$ cat src/rtl/sssd_pkg.sv
// Shared constants, types and the glyph decoder for the seven-segment scan decoder.
package sssd_pkg;

	localparam int DIGIT_COUNT = 4;
	localparam int CHAR_COUNT  = 8;
	localparam int SCAN_W      = $clog2(DIGIT_COUNT);
	localparam int INDEX_W     = $clog2(CHAR_COUNT);

	localparam logic [SCAN_W-1:0] LAST_DIGIT = SCAN_W'(DIGIT_COUNT - 1);

	localparam int APB_ADDR_W = 3;
	localparam int APB_DATA_W = 32;

	// Register index is the word address, paddr[2]
	localparam logic REG_CATHODE_MODE = 1'b0;
	localparam logic CATHODE_MODE_RST = 1'b1;

	localparam logic [7:0] CHAR_DOT   = 8'h2E;
	localparam logic [7:0] CHAR_ZERO  = 8'h30;
	localparam logic [7:0] CHAR_NINE  = 8'h39;
	localparam logic [7:0] CHAR_C     = 8'h63;
	localparam logic [7:0] CHAR_F     = 8'h66;
	localparam logic [7:0] CHAR_A     = 8'h61;
	localparam logic [7:0] CHAR_H     = 8'h68;
	localparam logic [7:0] CHAR_DASH  = 8'h2D;

	typedef struct packed {
		logic [SCAN_W-1:0] scan;
		logic [SCAN_W-1:0] dots;
	} sssd_status_t;

	// Segments a..g in bits 0..6, lit = 1
	function automatic logic [6:0] glyph_of(input logic [7:0] ch);
		logic [6:0] g;
		g = 7'h00;
		case (ch) inside
			[CHAR_ZERO:CHAR_NINE]: begin
				case (ch[3:0])
					4'd0: g = 7'h3F;
					4'd1: g = 7'h06;
					4'd2: g = 7'h5B;
					4'd3: g = 7'h4F;
					4'd4: g = 7'h66;
					4'd5: g = 7'h6D;
					4'd6: g = 7'h7D;
					4'd7: g = 7'h07;
					4'd8: g = 7'h7F;
					4'd9: g = 7'h6F;
					default: g = 7'h00;
				endcase
			end
			CHAR_C:    g = 7'h39;
			CHAR_F:    g = 7'h71;
			CHAR_A:    g = 7'h77;
			CHAR_H:    g = 7'h76;
			CHAR_DASH: g = 7'h40;
			default:   g = 7'h00;
		endcase
		return g;
	endfunction

endpackage

$ cat src/rtl/sssd_if.sv
// Text input and drive output channel interfaces.
interface sssd_text_if;
	logic       valid;
	logic       ready;
	logic [7:0] char_0;
	logic [7:0] char_1;
	logic [7:0] char_2;
	logic [7:0] char_3;
	logic [7:0] char_4;
	logic [7:0] char_5;
	logic [7:0] char_6;
	logic [7:0] char_7;

	modport source (
		output valid, char_0, char_1, char_2, char_3, char_4, char_5, char_6, char_7,
		input  ready
	);
	modport sink (
		input  valid, char_0, char_1, char_2, char_3, char_4, char_5, char_6, char_7,
		output ready
	);
endinterface

interface sssd_drive_if;
	logic       valid;
	logic       ready;
	logic [3:0] digit_drive;
	logic [7:0] segment_drive;
	logic [1:0] scan_digit;

	modport source (
		output valid, digit_drive, segment_drive, scan_digit,
		input  ready
	);
	modport sink (
		input  valid, digit_drive, segment_drive, scan_digit,
		output ready
	);
endinterface

$ cat src/rtl/sssd_apb_regs.sv
// APB register block holding the display polarity setting.
module sssd_apb_regs
	import sssd_pkg::*;
(
	input  logic                  clk,
	input  logic                  arst_n,
	input  logic                  psel,
	input  logic                  penable,
	input  logic                  pwrite,
	input  logic [APB_ADDR_W-1:0] paddr,
	input  logic [APB_DATA_W-1:0] pwdata,
	output logic [APB_DATA_W-1:0] prdata,
	output logic                  pready,
	output logic                  cathode_mode
);

	logic cc_q;
	logic wr_en;
	logic reg_sel;

	assign pready  = 1'b1;
	assign reg_sel = (paddr[2] == REG_CATHODE_MODE);
	assign wr_en   = psel & penable & pwrite & pready;

	always_ff @(posedge clk or negedge arst_n) begin
		if (!arst_n) begin
			cc_q <= CATHODE_MODE_RST;
		end else if (wr_en && reg_sel) begin
			cc_q <= pwdata[0];
		end
	end

	always_comb begin
		prdata = '0;
		if (reg_sel) begin
			prdata[0] = cc_q;
		end
	end

	assign cathode_mode = cc_q;

endmodule

$ cat src/rtl/sssd_scan.sv
// Scan position and dot tracking, glyph decode and the registered drive output.
module sssd_scan
	import sssd_pkg::*;
(
	input  logic         clk,
	input  logic         arst_n,
	input  logic         cathode_mode,
	sssd_text_if.sink    text,
	sssd_drive_if.source drive,
	output sssd_status_t status
);

	logic [SCAN_W-1:0]      scan_q;
	logic [SCAN_W-1:0]      dots_q;
	logic                   valid_q;
	logic [DIGIT_COUNT-1:0] digit_q;
	logic [7:0]             seg_q;
	logic [SCAN_W-1:0]      pos_q;

	logic [7:0]             chars [CHAR_COUNT];
	logic [INDEX_W-1:0]     idx;
	logic [INDEX_W-1:0]     nxt;
	logic                   point;
	logic [7:0]             lit;
	logic [DIGIT_COUNT-1:0] en;
	logic                   accept;

	assign chars[0] = text.char_0;
	assign chars[1] = text.char_1;
	assign chars[2] = text.char_2;
	assign chars[3] = text.char_3;
	assign chars[4] = text.char_4;
	assign chars[5] = text.char_5;
	assign chars[6] = text.char_6;
	assign chars[7] = text.char_7;

	// Output register frees up when empty or drained this cycle
	assign text.ready = ~valid_q | drive.ready;
	assign accept     = text.valid & text.ready;

	always_comb begin
		idx   = INDEX_W'(scan_q) + INDEX_W'(dots_q);
		nxt   = idx + INDEX_W'(1);
		point = (chars[nxt] == CHAR_DOT);
		lit   = {point, glyph_of(chars[idx])};
		en    = DIGIT_COUNT'(1) << scan_q;
	end

	always_ff @(posedge clk or negedge arst_n) begin
		if (!arst_n) begin
			scan_q <= '0;
			dots_q <= '0;
		end else if (accept) begin
			if (scan_q == LAST_DIGIT) begin
				scan_q <= '0;
				dots_q <= '0;
			end else begin
				scan_q <= scan_q + SCAN_W'(1);
				// Skip the point character on later digits
				dots_q <= dots_q + SCAN_W'(point);
			end
		end
	end

	always_ff @(posedge clk or negedge arst_n) begin
		if (!arst_n) begin
			valid_q <= 1'b0;
		end else if (text.ready) begin
			valid_q <= text.valid;
		end
	end

	always_ff @(posedge clk) begin
		if (accept) begin
			pos_q   <= scan_q;
			digit_q <= cathode_mode ? en : ~en;
			seg_q   <= cathode_mode ? ~lit : lit;
		end
	end

	assign drive.valid         = valid_q;
	assign drive.digit_drive   = digit_q;
	assign drive.segment_drive = seg_q;
	assign drive.scan_digit    = pos_q;

	assign status.scan = scan_q;
	assign status.dots = dots_q;

endmodule

$ cat src/rtl/seven_segment_scan_decoder.sv
// Top level of the four-digit seven-segment scan decoder.
//
//   port    role    carries
//   text    sink    char_0..char_7, one eight-byte text per transfer
//   drive   source  digit_drive, segment_drive, scan_digit, one scan tick
//   apb     slave   cathode_mode at address 0
//
// One text transfer per clock while text.ready is high; each result enters the
// output register in the cycle after its transfer. text.ready stays high while
// the output register is empty or being drained, so a stalled drive channel
// holds one result and blocks new transfers only then. Reset clears scan
// position and dot count and sets cathode_mode to 1.
module seven_segment_scan_decoder
	import sssd_pkg::*;
(
	input  logic                  clk,
	input  logic                  arst_n,
	sssd_text_if.sink             text,
	sssd_drive_if.source          drive,
	input  logic                  psel,
	input  logic                  penable,
	input  logic                  pwrite,
	input  logic [APB_ADDR_W-1:0] paddr,
	input  logic [APB_DATA_W-1:0] pwdata,
	output logic [APB_DATA_W-1:0] prdata,
	output logic                  pready
);

	logic         cathode_mode;
	sssd_status_t status;

	sssd_apb_regs u_regs (
		.clk          (clk),
		.arst_n       (arst_n),
		.psel         (psel),
		.penable      (penable),
		.pwrite       (pwrite),
		.paddr        (paddr),
		.pwdata       (pwdata),
		.prdata       (prdata),
		.pready       (pready),
		.cathode_mode (cathode_mode)
	);

	sssd_scan u_scan (
		.clk          (clk),
		.arst_n       (arst_n),
		.cathode_mode (cathode_mode),
		.text         (text),
		.drive        (drive),
		.status       (status)
	);

`ifndef ASSERT_OFF
	// At most one point consumed per digit already shown
	a_dots_bound: assert property (@(posedge clk) disable iff (!arst_n)
		status.dots <= status.scan)
		else $error("dot count ran ahead of scan position");

	a_result_follows: assert property (@(posedge clk) disable iff (!arst_n)
		(text.valid && text.ready) |=> drive.valid)
		else $error("accepted text produced no result");

	a_sweep_wrap: assert property (@(posedge clk) disable iff (!arst_n)
		(text.valid && text.ready && status.scan == LAST_DIGIT)
		|=> (status.scan == '0 && status.dots == '0))
		else $error("scan did not wrap after last digit");
`endif

endmodule

$ cat src/flat_wrapper.sv
// flat-port wrapper written by rule: the top's interface ports become plain ports
module seven_segment_scan_decoder_flat import sssd_pkg::*;
  (clk, arst_n, psel, penable, pwrite, paddr, pwdata, prdata, pready, text_valid, text_char_0, text_char_1, text_char_2, text_char_3, text_char_4, text_char_5, text_char_6, text_char_7, text_ready, drive_valid, drive_digit_drive, drive_segment_drive, drive_scan_digit, drive_ready);
  sssd_text_if text_i ();
  sssd_drive_if drive_i ();
  input  logic clk;
  input  logic arst_n;
  input  logic psel;
  input  logic penable;
  input  logic pwrite;
  input  logic [APB_ADDR_W-1:0] paddr;
  input  logic [APB_DATA_W-1:0] pwdata;
  output logic [APB_DATA_W-1:0] prdata;
  output logic pready;
  input wire logic [$bits(text_i.valid)-1:0] text_valid;
  input wire logic [$bits(text_i.char_0)-1:0] text_char_0;
  input wire logic [$bits(text_i.char_1)-1:0] text_char_1;
  input wire logic [$bits(text_i.char_2)-1:0] text_char_2;
  input wire logic [$bits(text_i.char_3)-1:0] text_char_3;
  input wire logic [$bits(text_i.char_4)-1:0] text_char_4;
  input wire logic [$bits(text_i.char_5)-1:0] text_char_5;
  input wire logic [$bits(text_i.char_6)-1:0] text_char_6;
  input wire logic [$bits(text_i.char_7)-1:0] text_char_7;
  output wire logic [$bits(text_i.ready)-1:0] text_ready;
  output wire logic [$bits(drive_i.valid)-1:0] drive_valid;
  output wire logic [$bits(drive_i.digit_drive)-1:0] drive_digit_drive;
  output wire logic [$bits(drive_i.segment_drive)-1:0] drive_segment_drive;
  output wire logic [$bits(drive_i.scan_digit)-1:0] drive_scan_digit;
  input wire logic [$bits(drive_i.ready)-1:0] drive_ready;
  assign text_i.valid = text_valid;
  assign text_i.char_0 = text_char_0;
  assign text_i.char_1 = text_char_1;
  assign text_i.char_2 = text_char_2;
  assign text_i.char_3 = text_char_3;
  assign text_i.char_4 = text_char_4;
  assign text_i.char_5 = text_char_5;
  assign text_i.char_6 = text_char_6;
  assign text_i.char_7 = text_char_7;
  assign text_ready = text_i.ready;
  assign drive_valid = drive_i.valid;
  assign drive_digit_drive = drive_i.digit_drive;
  assign drive_segment_drive = drive_i.segment_drive;
  assign drive_scan_digit = drive_i.scan_digit;
  assign drive_i.ready = drive_ready;
  seven_segment_scan_decoder u_core (.clk(clk), .arst_n(arst_n), .text(text_i), .drive(drive_i), .psel(psel), .penable(penable), .pwrite(pwrite), .paddr(paddr), .pwdata(pwdata), .prdata(prdata), .pready(pready));
endmodule
$ cat config.mk
export PLATFORM = sky130hd
export DESIGN_NAME = seven_segment_scan_decoder_flat
export DESIGN_NICKNAME = d
export VERILOG_FILES = /design/src/rtl/sssd_pkg.sv /design/src/rtl/sssd_if.sv /design/src/rtl/sssd_apb_regs.sv /design/src/rtl/sssd_scan.sv /design/src/rtl/seven_segment_scan_decoder.sv /design/src/flat_wrapper.sv
export SDC_FILE = /design/constraint.sdc
export NUM_CORES = 1
export LEC_CHECK = 0
export BUFFER_PORTS_ARGS = -buffer_cell sky130_fd_sc_hd__buf_2
export CORE_MARGIN = 1.5
export CORE_UTILIZATION = 40
export CTS_BUF_LIST = sky130_fd_sc_hd__clkbuf_4
export DETAILED_ROUTE_END_ITERATION = 8
export PLACE_DENSITY = 0.77
export SLEW_MARGIN = 20
export SYNTH_ARGS = -nofsm -noshare
export SYNTH_HDL_FRONTEND = slang
export SYNTH_SLANG_ARGS = --single-unit
$ cat constraint.sdc
create_clock -name clk -period 4.8 [get_ports clk]
set_input_delay 0.48 -clock clk [delete_from_list [all_inputs] [get_ports clk]]
set_output_delay 0.48 -clock clk [all_outputs]
set_load 0.05 [all_outputs]
# Word level (Yosys, flattened, before mapping)
# Memories as Yosys holds them, arrays and structs flattened.
# Index checks and enable logic that the tools add are counted.
[totals]
mem_bits_ro = 112
in_bits = 106
elab_cells = 53
mem_count = 1
reg_bits = 20
[classes]
n_reduce_logical = 2
n_addsub = 4
n_shift = 1
bitwise_logic = 10
n_mux = 17
magnitude_cmp = 4
n_eq_ne = 7
[memory_table]
columns = ["name", "depth", "width", "rd", "rd_ports_with_merged_regs", "write_ports", "line", "text"]
rows = [
  ["(no name shown)", 16, 7, 1, 0, 0, "sssd_pkg.sv:38", "case (ch[3:0])"],
]
[ops]
columns = ["operator", "n"]
rows = [
  ["binary-select mux 8 bit (select 3 bit)", 2],
  ["2-to-1 mux 7 bit", 6],
  ["2-to-1 mux 8 bit", 5],
  ["equality test 8 x 7 -> 1 bit (second input constant)", 4],
  ["equality test 8 x 6 -> 1 bit (second input constant)", 2],
  ["greater-or-equal comparator 4 bit (second input constant)", 2],
  ["greater-or-equal comparator 8 x 6 -> 1 bit (second input constant)", 1],
  ["less-or-equal comparator 8 x 6 -> 1 bit (second input constant)", 1],
  ["NOT 3 -> 4 bit", 2],
  ["NOT 8 bit", 1],
  ["2-to-1 mux 2 bit", 2],
  ["2-to-1 mux 4 bit", 1],
  ["NOT 4 bit", 1],
  ["left shift 1 x 2 -> 4 bit (first input constant)", 1],
  ["adder 2 x 2 -> 3 bit", 1],
  ["adder 3 x 1 -> 3 bit (second input constant)", 1],
  ["AND 1 bit", 3],
  ["adder 2 x 1 -> 2 bit", 1],
  ["adder 2 x 1 -> 2 bit (second input constant)", 1],
  ["equality test 2 bit (second input constant)", 1],
  ["logical AND 1 bit", 2],
  ["NOT 1 bit", 2],
  ["2-to-1 mux 1 bit", 1],
  ["bitwise OR 1 bit", 1],
]

# Longest topological paths before layout
# Gate-level depths: netlist of the first run.
[logic_depth]
depth_word = 14
ltp_mapped = 16
ltp_nobuf = 14

# By module
# Synthesis of the first run repeated with hierarchy kept, for this count alone.
[hier_totals]
cells_unflattened = 223
hier_area_um2 = 2378.5
[by_module_without_submodules]
columns = ["module", "cells_each", "area_per_inst_um2", "seq_area_each_um2", "instances"]
rows = [
  ["sssd_scan", 185, 2075.7, 545.5, 1],
  ["sssd_apb_regs", 38, 302.8, 26.3, 1],
]

# Worst setup path after synthesis of the first run
# Ideal clock, no wire load.
[synth_path]
kind = "flip-flop to flip-flop"
start = "register u_core.u_scan.scan_q[0]"
end = "register u_core.u_scan.seg_q[5] (netlist: u_core.u_scan.drive.segment_drive[5]) (data pin)"
setup_time_ns = 0.277
setup_slack_ns = 0.979
stages_incl_launch_ff = 16
path_buffers = 2
synth_period_minus_slack_ns = 3.821
t_arrival_ns = 3.544
path_cell_list = "dfrtp_1 > ha_1 > inv_1 > fa_1 > buf_2 > buf_2 > mux4_2 > mux2i_1 > inv_1 > ha_1 > nor2_1 > a21oi_1 > o2111a_1 > a31oi_2 > a32oi_1 > xor2_1"
[synth_between]
elab_chain_len = 13
word_cells_on_any_way = 20
[synth_lines]
columns = ["item", "line", "text"]
rows = [
  ["start: declaration", "sssd_scan.sv:13", "logic [SCAN_W-1:0] scan_q;"],
  ["start signal: assignment", "sssd_scan.sv:58", "scan_q <= scan_q + SCAN_W'(1);"],
  ["adder 2 x 2 -> 3 bit *", "sssd_scan.sv:42", "idx = INDEX_W'(scan_q) + INDEX_W'(dots_q);"],
  ["NOT 3 -> 4 bit (implied by the code) *", "sssd_scan.sv:45", "lit = {point, glyph_of(chars[idx])};"],
  ["binary-select mux 8 bit (select 3 bit) *", "sssd_scan.sv:45", ""],
  ["2-to-1 mux 8 bit (implied by the code) * (2 in a row)", "sssd_scan.sv:45", ""],
  ["equality test 8 x 7 -> 1 bit", "sssd_scan.sv:45", ""],
  ["2-to-1 mux 7 bit (4 in a row)", "sssd_pkg.sv:36", "case (ch) inside"],
  ["2-to-1 mux 7 bit *", "sssd_pkg.sv:36", ""],
  ["NOT 8 bit", "sssd_scan.sv:77", "seg_q <= cathode_mode ? ~lit : lit;"],
  ["2-to-1 mux 8 bit *", "sssd_scan.sv:77", ""],
  ["end signal: assignment", "sssd_scan.sv:77", ""],
  ["end: declaration", "sssd_scan.sv:17", "logic [7:0] seg_q;"],
]
# Mark *: on every way between the ends. The rest lies on a longest branch, timed or not. The select of a mux whose other input is x is not followed.
# A chain may end at the register's enable or synchronous reset.

# Worst setup path after layout of the first run
# Ends and elaborated chain as after synthesis.

==> results of run 1 <==
-- metrics by stage --
stage                     utilization, %  instance area, µm²  hold WS (ns)
after floorplan                        -                2530         0.184
after global placement              47.4                2790         0.308
after detailed placement            47.4                2790         0.309
after CTS                           48.0                2830         0.393
after global routing                48.0                2830         0.384
final                               48.0                2830         0.400
-- final timing paths --
kind / end / slack, ns
setup / recovery: u_core.u_scan.drive.segment_drive[5]$_DFFE_PP_ / 0.75
hold reg to reg: u_core.u_scan.dots_q[1]$_DFFE_PN0P_ / 0.52
hold / removal: u_core.u_scan.drive.valid$_DFFE_PN0N_ / 0.40
min in group asynchronous: u_core.u_scan.drive.valid$_DFFE_PN0N_ / 0.55
max in group asynchronous: u_core.u_regs.cathode_mode$_DFFE_PN1P_ / 4.02
setup reg to reg: u_core.u_scan.drive.segment_drive[5]$_DFFE_PP_ / 0.75
-- kinds of logic after synthesis --
kind of cell	after synthesis	share of synthesized area, %
buffers and inverters	51	14.2
DFF	20	23.6
muxes	31	21.9
other	2	0.310
AOI/OAI and AO/OA	32	12.1
adders and majority gates	15	8.06
xor gates and xnor gates	13	4.70
and+or+nand+nor	58	15.1
-- worst max-delay path: stages (launching register included) --
cell and delay [ns]:
dfrtp_1 0.44, ha_1 0.17, inv_1 0.05, fa_1 0.73, mux4_2 0.55, mux2_2 0.33, inv_1 0.20, ha_1 0.26
nor2_1 0.06, a21oi_1 0.18, o2111a_1 0.35, a31oi_2 0.08, a32oi_1 0.27, xor2_1 0.11
-- cells in the final DEF, fill, tap and decap left out, drive strengths merged, types with 2 or more instances in the layout --
master | netlist | final
buf | 40 | 92
conb | 2 | 32
ha | 14 | 14
edfxtp | 14 | 14
mux4 | 14 | 14
inv | 10 | 10
nand2 | 10 | 10
mux2i | 10 | 10
nand3 | 8 | 8
nor2 | 8 | 8
xnor2 | 7 | 7
mux2 | 7 | 7
xor2 | 6 | 6
nand4b | 5 | 5
o21ai | 5 | 5
dfrtp | 5 | 5
nor4b | 4 | 4
and4b | 4 | 4
or4b | 4 | 4
nor2b | 4 | 4
a21oi | 4 | 4
nor3 | 3 | 3
nand2b | 3 | 3
clkbuf | 1 | 3
a311o | 2 | 2
a21boi | 2 | 2
a32oi | 2 | 2
a2bb2oi | 2 | 2
a211oi | 2 | 2
a31oi | 2 | 2
and2 | 2 | 2
-- sequential cells by signal, summed over array words and instances, names as in the netlist --
signal and count:
u_core.u_scan.drive.scan_digit 2, u_core.u_scan.drive.segment_drive 8, u_core.u_scan.dots_q 2, u_core.u_scan.drive.valid 1, u_core.u_scan.drive.digit_drive 4, u_core.u_regs.cathode_mode 1, u_core.u_scan.scan_q 2
-- cell type report --
class / count / area, µm²
flip-flops and latches: 20 / 572
well taps: 75 / 93.8
fillers: 557 / 3060
clock buffers: 3 / 22.5
multi-input cells: 181 / 1620
inverters: 10 / 37.5
clock inverters: 1 / 3.75
repair buffers: 93 / 478
-- report_power, final --
group          internal [µW]  switching, µW
Combinational            695            986
Sequential               262           30.1
Clock                   30.2           46.0
-- per-layer routing --
| metal | vias to the layer above | track usage [%] | part of all wire, % |
|---|---|---|---|
| met5 | - | 0 | 0 |
| met4 | 0 | 2.93 | 0.90 |
| met3 | 6 | 1.57 | 7.5 |
| met2 | 114 | 30.3 | 51 |
| met1 | 897 | 20.9 | 41 |
| li1 | 959 | - | - |
-- timing repair --
item,in CTS,in global routing
endpoints found under the hold margin,5,0
buffers inserted,0,0
endpoints found under the setup margin,0,0
hold buffers,1,0
==> flow_summary.json, run 1 <==
{
  "antenna_cells": 0,
  "wl_per_cell_um": 13.9,
  "dp_hpwl_um": 4600,
  "core_area_mm2": 0.00589,
  "async_reset_ff_share_pct": 30.0,
  "finalClockSkew_ns": 0.00466,
  "synth-main-ff-cell": "edfxtp_1",
  "ys_types": 61,
  "cts.reportedPaths.clkPinSlew_ns": 0.10,
  "grt_antenna_before_repair": 0,
  "worst_ep_required_time_ns": 4.84,
  "worst_ep_arrival_time_ns": 4.08,
  "port_buffers": 89,
  "die-area_mm2": 0.00653,
  "synth_top_area_share_pct": 17.4,
  "clk_latency_ns": 0.29,
  "fin_setup_tns_ns": 0,
  "syn_avg_cell_area_um2": 10.9,
  "maxCapViolCount": 0,
  "synthCells": 222,
  "p_leak_uw": 0.00130,
  "initial_core_util_pct": 41.1,
  "synthTopCellsByArea": "edfxtp_1 17%, buf_4 9.9%, mux4_2 9.3%, ha_1 7.2%, dfrtp_1 5.2%",
  "routed_wl_um": 5320,
  "track_usage_pct": 16.4,
  "synth_top_cell_by_area": "edfxtp_1",
  "std_cell_rows": 28,
  "synth_edf_count": 14,
  "slew_headroom_pct": 52.1,
  "drcViolationCount": 0,
  "finalHoldViolCount": 0,
  "hold_class": "input pin to register",
  "finalPower_uw": 2050,
  "synth_common_cells": "32 x buf_4, 14 x edfxtp_1, 14 x ha_1",
  "worstMarginPinSlew_ns": 0.705,
  "ant_nets": 0,
  "min_path_cells": 2,
  "syn2layout_area_growth_pct": 16.7,
  "fin_ws_ns": 0.754,
  "root_buffer": "clkbuf_4",
  "cts.path.max_buffers": 2,
  "clock_sinks": 20,
  "min_from": "text_valid",
  "yosysMostFrequentCell": "buf_4",
  "final_layout_size_suffix_gt1_share_pct": 41.6,
  "via_per_inst": 5.16,
  "synth-seq-cells": 20,
  "final_max_slew_viol_count": 0,
  "grt_max_degree": 17,
  "pre_cts_ws_ns": 0.740,
  "rsz0062_at_grt": "false",
  "startpoint_type": "register",
  "reg2reg_from": "u_core.u_scan.scan_q[0]$_DFFE_PN0P_",
  "die_x_um": 80.8,
  "crit_fanout": 7,
  "cts_tree": "built",
  "overflow": 0,
  "fin_nets": 430,
  "dr.pass1.iters": 4,
  "critical_path_class": "register to register",
  "htreeDepth": 1,
  "routabilityCongestion": 0.801,
  "die_h_um": 80.8,
  "outcome": "finished, final reports clean",
  "cp-end-kind": "register",
  "drtIter0Drc": 58,
  "min_period_over_period_pct": 84.3,
  "stdcell_count": 383,
  "power_density_mw_per_mm2": 725,
  "grt_pass1_wl_um": 8430,
  "grt_pass1_vias": 1787,
  "ys_warn_count": 0,
  "placed_cells": 378,
  "ys_seq_area_share_pct": 23.6,
  "vdd_drop_max_uv": 386,
  "fmax_mhz": 247,
  "cts_resized": 0,
  "via_count": 1976,
  "cts-buffers-inserted": 3,
  "syn_area_mm2": 0.00242,
  "num_io_pins": 155,
  "startpoint": "u_core.u_scan.scan_q[0]$_DFFE_PN0P_",
  "reg2reg_depth": 13,
  "fin_crit_ns": 4.05,
  "finalSetupViolations": 0
}
Power figures use the tool's default switching activity.
==> inputs of run 2 (changes only) <==
- ABC_AREA: unset -> 1
- PLACE_DENSITY: 0.77 -> 0.75
- clock period: 4.8 -> 3.8 ns (I/O delays scaled with it)
==> flow_summary.json, run 2 <==
{
  "reg2reg_from": "u_core.u_scan.scan_q[0]$_DFFE_PN0P_",
  "track_usage_pct": 16.4,
  "maxCapViolCount": 0,
  "fin_crit_ns": 3.48,
  "crit_fanout": 13,
  "final_cell_mix": "128 x nand2_1, 89 x buf_2, 50 x nand3_1",
  "core_area_mm2": 0.00639,
  "grt_pass1_vias": 2369,
  "multi_input_area_mm2": 0.00171,
  "cp_top_family": "adder cells",
  "outcome": "finished, final reports clean",
  "worstMarginPinSlew_ns": 0.790,
  "clk_latency_ns": 0.29,
  "worst_ep_required_time_ns": 3.85,
  "via_per_inst": 4.72,
  "cp.depth": 17,
  "finalPower_uw": 3490,
  "finalHoldViolCount": 0,
  "routabilityCongestion": 0.930,
  "regArea_um2": 572,
  "ys_seq_area_share_pct": 21.5,
  "async_reset_ff_share_pct": 30.0,
  "syn_area_mm2": 0.00265,
  "die_h_um": 84.5,
  "power_density_mw_per_mm2": 1150,
  "grt_max_degree": 37,
  "final_max_slew_viol_count": 0,
  "worst_ep_arrival_time_ns": 3.52,
  "worstPathCellList": "ha_1, inv_1, fa_1, o21ai_0, o21ai_1, inv_1, o21ai_2, inv_1, ha_1, nor2_1, nand2_1, nand3_2, nor2_4, nor2_2, nand2_2, nand3_1, nand2_1",
  "rsz0062_at_grt": "false",
  "syn2layout_area_growth_pct": 13.8,
  "synth_top_cell_by_area": "nand2_1",
  "min_period_over_period_pct": 91.5,
  "overflow": 0,
  "fin_nets": 603,
  "ys_types": 38,
  "root_buffer": "clkbuf_4",
  "reg2reg_depth": 17,
  "cts-buffers-inserted": 3,
  "initial_core_util_pct": 41.6,
  "finalSetupViolations": 0,
  "place_area_mm2": 0.00298,
  "wl_per_cell_um": 10.7,
  "cts.path.max_buffers": 2,
  "syn_avg_cell_area_um2": 6.65,
  "synth_top_area_share_pct": 18.1,
  "grt_antenna_before_repair": 0,
  "vdd_drop_max_uv": 512,
  "cts_resized": 0,
  "antenna_cells": 0,
  "die-area_mm2": 0.00713,
  "dp_hpwl_um": 5110,
  "power_frac_clock_pct": 2.7,
  "clock_sinks": 20,
  "num-fill-cells": 641,
  "p_int_uw": 1330,
  "synth_edf_count": 14,
  "grt_pass1_wl_um": 9970,
  "largest_reg_flops": 8,
  "synth_common_cells": "128 x nand2_1, 50 x nand3_1, 36 x buf_4",
  "cp-end-kind": "register",
  "synth-main-ff-cell": "edfxtp_1",
  "startpoint_type": "register",
  "synth-seq-cells": 20,
  "yosysMostFrequentCell": "nand2_1",
  "layout_commonest_cell": "nand2_1",
  "min_path_cells": 3,
  "ant_nets": 0,
  "cts_tree": "built",
  "std_cell_rows": 29,
  "dr.pass1.iters": 5,
  "ys_warn_count": 0,
  "power_frac_seq_pct": 11.0,
  "final_layout_size_suffix_gt1_share_pct": 26.4,
  "num_io_pins": 155,
  "cts.reportedPaths.clkPinSlew_ns": 0.10,
  "worst_path_most_repeated_cell": "inv_1",
  "timing.rr.end": "u_core.u_scan.drive.segment_drive[5]$_DFFE_PP_",
  "drtIter0Drc": 114,
  "fmax_mhz": 288,
  "drcViolationCount": 0,
  "netSwitchingFraction_pct": 61.7,
  "finalClockSkew_ns": 0.00730,
  "combPwrFrac_pct": 86.3,
  "min_from": "pwdata[0]",
  "critPathMaxStageDelay_ns": 0.80,
  "htreeDepth": 1,
  "reg2reg_slack_ns": 0.32,
  "fin_setup_tns_ns": 0,
  "switchingPower_uw": 2150,
  "routed_wl_um": 5980,
  "p_leak_uw": 0.00160,
  "synthTopCellsByArea": "nand2_1 18%, edfxtp_1 16%, buf_4 10%, nand3_1 9.4%, ha_1 6.6%",
  "hold_class": "input pin to register",
  "slew_headroom_pct": 47.3,
  "die_x_um": 84.5,
  "critical_path_class": "register to register",
  "synthCells": 399,
  "min_to": "u_core.u_regs.cathode_mode$_DFFE_PN1P_",
  "design_area_mm2": 0.00302,
  "crit_path_top_delay_cell": "fa_1",
  "crit_buf_inv": 3,
  "port_buffers": 89,
  "via_count": 2636
}
run 2: cell count changes after synthesis, moves of 7 or more:
cell,delta
o21ai_0,+7
nand3_1,+42
nand2_2,+14
nand2_1,+119
nor3b_1,+11
inv_1,+21
mux2i_1,-8
mux4_2,-10
nor2_1,+13
run 2: layer usage:
metal	routed length [µm]	vias up	share of wire, %	track usage (%)
li1	-	1392	-	-
met1	2700	1116	45	21.9
met2	2800	124	47	28.9
met3	439	4	7.3	1.38
met4	42	0	0.70	3.81
met5	0	-	0	0
run 2: kinds of logic (layout without fill, tap and decap cells):
kind of cell               after synthesis  in the layout  synth area share [%]
xor gates and xnor gates                 6              6                  1.98
AOI/OAI and AO/OA                       30             30                  6.51
other                                    2             32                 0.283
buffers and inverters                   80            132                  18.3
and+or+nand+nor                        246            246                  44.0
adders and majority gates               15             15                  7.36
DFF                                     20             20                  21.5
run 2: cell type report:
class	instances	area share, %
multi-input cells	329	56.6
clock buffers	3	0.746
well taps	77	3.19
repair buffers	93	15.8
clock inverters	1	0.124
inverters	35	4.60
flip-flops and latches	20	18.9
run 2: power by group through the flow:
stage               sequential [µW]  clock, µW  combinational (µW)
floorplan                       545          0                2430
global placement                387          0                2960
detailed placement              388          0                3000
CTS                             384       97.3                3020
global route                    393        107                3390
finish                          384       94.4                3010
run 2: worst max-delay path by stage:
stage	from	to	slack, ns
floorplan	u_core.u_scan.scan_q[0]$_DFFE_PN0P_	u_core.u_scan.drive.segment_drive[4]$_DFFE_PP_	0.76
global placement	u_core.u_scan.scan_q[0]$_DFFE_PN0P_	u_core.u_scan.drive.segment_drive[4]$_DFFE_PP_	0.41
detailed placement	u_core.u_scan.scan_q[0]$_DFFE_PN0P_	u_core.u_scan.drive.segment_drive[5]$_DFFE_PP_	0.34
CTS	u_core.u_scan.scan_q[0]$_DFFE_PN0P_	u_core.u_scan.drive.segment_drive[5]$_DFFE_PP_	0.30
global route	u_core.u_scan.scan_q[0]$_DFFE_PN0P_	u_core.u_scan.drive.segment_drive[6]$_DFFE_PP_	0.01
finish	u_core.u_scan.scan_q[0]$_DFFE_PN0P_	u_core.u_scan.drive.segment_drive[5]$_DFFE_PP_	0.32
run 2: worst min-delay path: stages:
cell     delay [ns]
buf_2          0.08
nor2_1         0.04
a21oi_1        0.11
run 2: per-stage QoR:
step                utilization [%]  setup WS (ns)  std cells  hold slack (ns)
floorplan                         -          0.760        429           0.0844
global placement               46.7          0.409        553            0.214
detailed placement             46.7          0.344        553            0.211
CTS                            47.3          0.300        558            0.358
global route                   47.3         0.0124        558            0.367
finish                         47.3          0.323        558            0.362
run 2: what timing repair did:
item	CTS	global route
hold endpoints to repair	5	0
buffers inserted	0	0
hold buffers	1	0
==> inputs of run 3 (changes only) <==
- ABC_AREA: 1 -> unset
- PLACE_DENSITY: 0.75 -> 0.77
==> flow_summary.json, run 3 (synthesis results as in run 1) <==
{
  "cts-buffers-inserted": 3,
  "crit_path_top_delay_cell": "fa_2",
  "pre_cts_ws_ns": 0.0408,
  "die_x_um": 80.8,
  "die-area_mm2": 0.00653,
  "worst_ep_arrival_time_ns": 3.68,
  "worstMarginPinSlew_ns": 0.546,
  "via_per_inst": 5.12,
  "hold_ws_ns": 0.275,
  "min_path_cells": 2,
  "htreeDepth": 1,
  "final_max_slew_viol_count": 0,
  "cp-end-kind": "register",
  "grt_pass1_vias": 1880,
  "fin_ws_ns": 0.168,
  "finalSetupViolations": 0,
  "reg2reg_from": "u_core.u_scan.dots_q[0]$_DFFE_PN0P_",
  "placed_cells": 386,
  "dp_hpwl_um": 4770,
  "routabilityCongestion": 0.867,
  "regArea_um2": 572,
  "cts.path.max_buffers": 2,
  "cp_top_family": "adder cells",
  "startpoint_type": "register",
  "port_buffers": 89,
  "min_period_over_period_pct": 95.6,
  "slew_headroom_pct": 63.5,
  "maxCapViolCount": 0,
  "worstPathCellList": "ha_1, inv_1, fa_2, mux4_2, mux2_2, inv_1, ha_2, nor2_1, a21oi_2, o2111a_2, a31oi_2, a32oi_1, xor2_1",
  "drcViolationCount": 0,
  "fin_setup_tns_ns": 0,
  "initial_core_util_pct": 41.1,
  "track_usage_pct": 16.8,
  "clk_latency_ns": 0.30,
  "min_from": "text_valid",
  "outcome": "finished, final reports clean",
  "num_io_pins": 155,
  "timing.rr.end": "u_core.u_scan.drive.segment_drive[0]$_DFFE_PP_",
  "power_density_mw_per_mm2": 955,
  "p_leak_uw": 0.00134,
  "ant_nets": 0,
  "critPathMaxStageDelay_ns": 0.69,
  "layout_commonest_cell": "buf_2",
  "critical_path_class": "register to register",
  "grt_antenna_before_repair": 0,
  "finalHoldViolCount": 0,
  "wl_per_cell_um": 14.0,
  "num-fill-cells": 562,
  "die_h_um": 80.8,
  "fmax_mhz": 275,
  "worst_path_most_repeated_cell": "inv_1",
  "grt_max_degree": 17,
  "antenna_cells": 0,
  "hold_class": "input pin to register",
  "multi_input_area_mm2": 0.00165,
  "final_cell_mix": "89 x buf_2, 32 x conb_1, 14 x edfxtp_1",
  "rsz0062_at_grt": "false",
  "drtIter0Drc": 28,
  "via_count": 2006,
  "vdd_drop_max_uv": 418,
  "fin_crit_ns": 3.63,
  "root_buffer": "clkbuf_4",
  "min_to": "u_core.u_scan.drive.valid$_DFFE_PN0N_",
  "crit_fanout": 5,
  "overflow": 0,
  "routed_wl_um": 5470,
  "reg2reg_depth": 13,
  "grt_pass1_wl_um": 8630,
  "final_layout_size_suffix_gt1_share_pct": 45.7,
  "cts_tree": "built",
  "fin_nets": 439,
  "clock_sinks": 20,
  "reg2reg_slack_ns": 0.17,
  "worst_ep_required_time_ns": 3.85,
  "std_cell_rows": 28,
  "largest_reg_flops": 8,
  "crit_buf_inv": 2,
  "core_area_mm2": 0.00589,
  "cts.reportedPaths.clkPinSlew_ns": 0.10,
  "dr.pass1.iters": 5,
  "stdcell_count": 392,
  "finalClockSkew_ns": 0.00243,
  "syn2layout_area_growth_pct": 20.8
}
-- run 3: metrics by stage --
stage / instance area [µm²] / util (%) / total power (µW)
finish: 2930 / 49.7 / 2800
global route: 2930 / 49.7 / 3010
CTS: 2890 / 49.2 / 2750
detailed placement: 2850 / 48.5 / 2640
global placement: 2850 / 48.5 / 2600
floorplan: 2540 / - / 2200
-- run 3: what timing repair did --
item	in CTS	in global routing
setup buffers	0	1
hold buffers	1	0
endpoints found under the setup margin	0	8
hold endpoints to repair	5	0
resized for setup	0	6
-- run 3: area by class of cell --
cell class	count	share of cell area, %
Multi-Input combinational cell	181	56.3
Tap cell	75	3.21
Clock buffer	4	1.03
Timing Repair Buffer	102	18.6
Sequential cell	20	19.5
Inverter	10	1.28
-- run 3: metal layers --
metal	vias up	wire [µm]	GRT usage (%)
met5	-	0	0
li1	971	-	-
met1	935	2290	20.7
met3	9	346	1.57
met4	0	91	4.83
met2	91	2740	31.1
-- run 3: worst max path at each step --
| stage | cells past startpoint | slack (ns) | end | start |
|---|---|---|---|---|
| 6_report | 13 | 0.17 | u_core.u_scan.drive.segment_drive[0]$_DFFE_PP_ | u_core.u_scan.dots_q[0]$_DFFE_PN0P_ |
| 5_1_grt | 13 | 0.03 | u_core.u_scan.drive.segment_drive[0]$_DFFE_PP_ | u_core.u_scan.dots_q[0]$_DFFE_PN0P_ |
| 4_1_cts | 13 | 0.01 | u_core.u_scan.drive.segment_drive[0]$_DFFE_PP_ | u_core.u_scan.dots_q[0]$_DFFE_PN0P_ |
| 3_5_place_dp | 13 | 0.04 | u_core.u_scan.drive.segment_drive[0]$_DFFE_PP_ | u_core.u_scan.dots_q[0]$_DFFE_PN0P_ |
| 3_3_place_gp | 13 | 0.09 | u_core.u_scan.drive.segment_drive[0]$_DFFE_PP_ | u_core.u_scan.dots_q[0]$_DFFE_PN0P_ |
| 2_1_floorplan | 15 | 0.04 | u_core.u_scan.drive.segment_drive[5]$_DFFE_PP_ | u_core.u_scan.scan_q[0]$_DFFE_PN0P_ |
-- run 3: where the power goes --
group / internal (µW) / switching (µW) / leakage, µW
logic: 1010 / 1310 / 0.00112
clock network: 48.1 / 60.1 / 0.0000184
registers: 331 / 35.3 / 0.000206
total: 1390 / 1410 / 0.00134
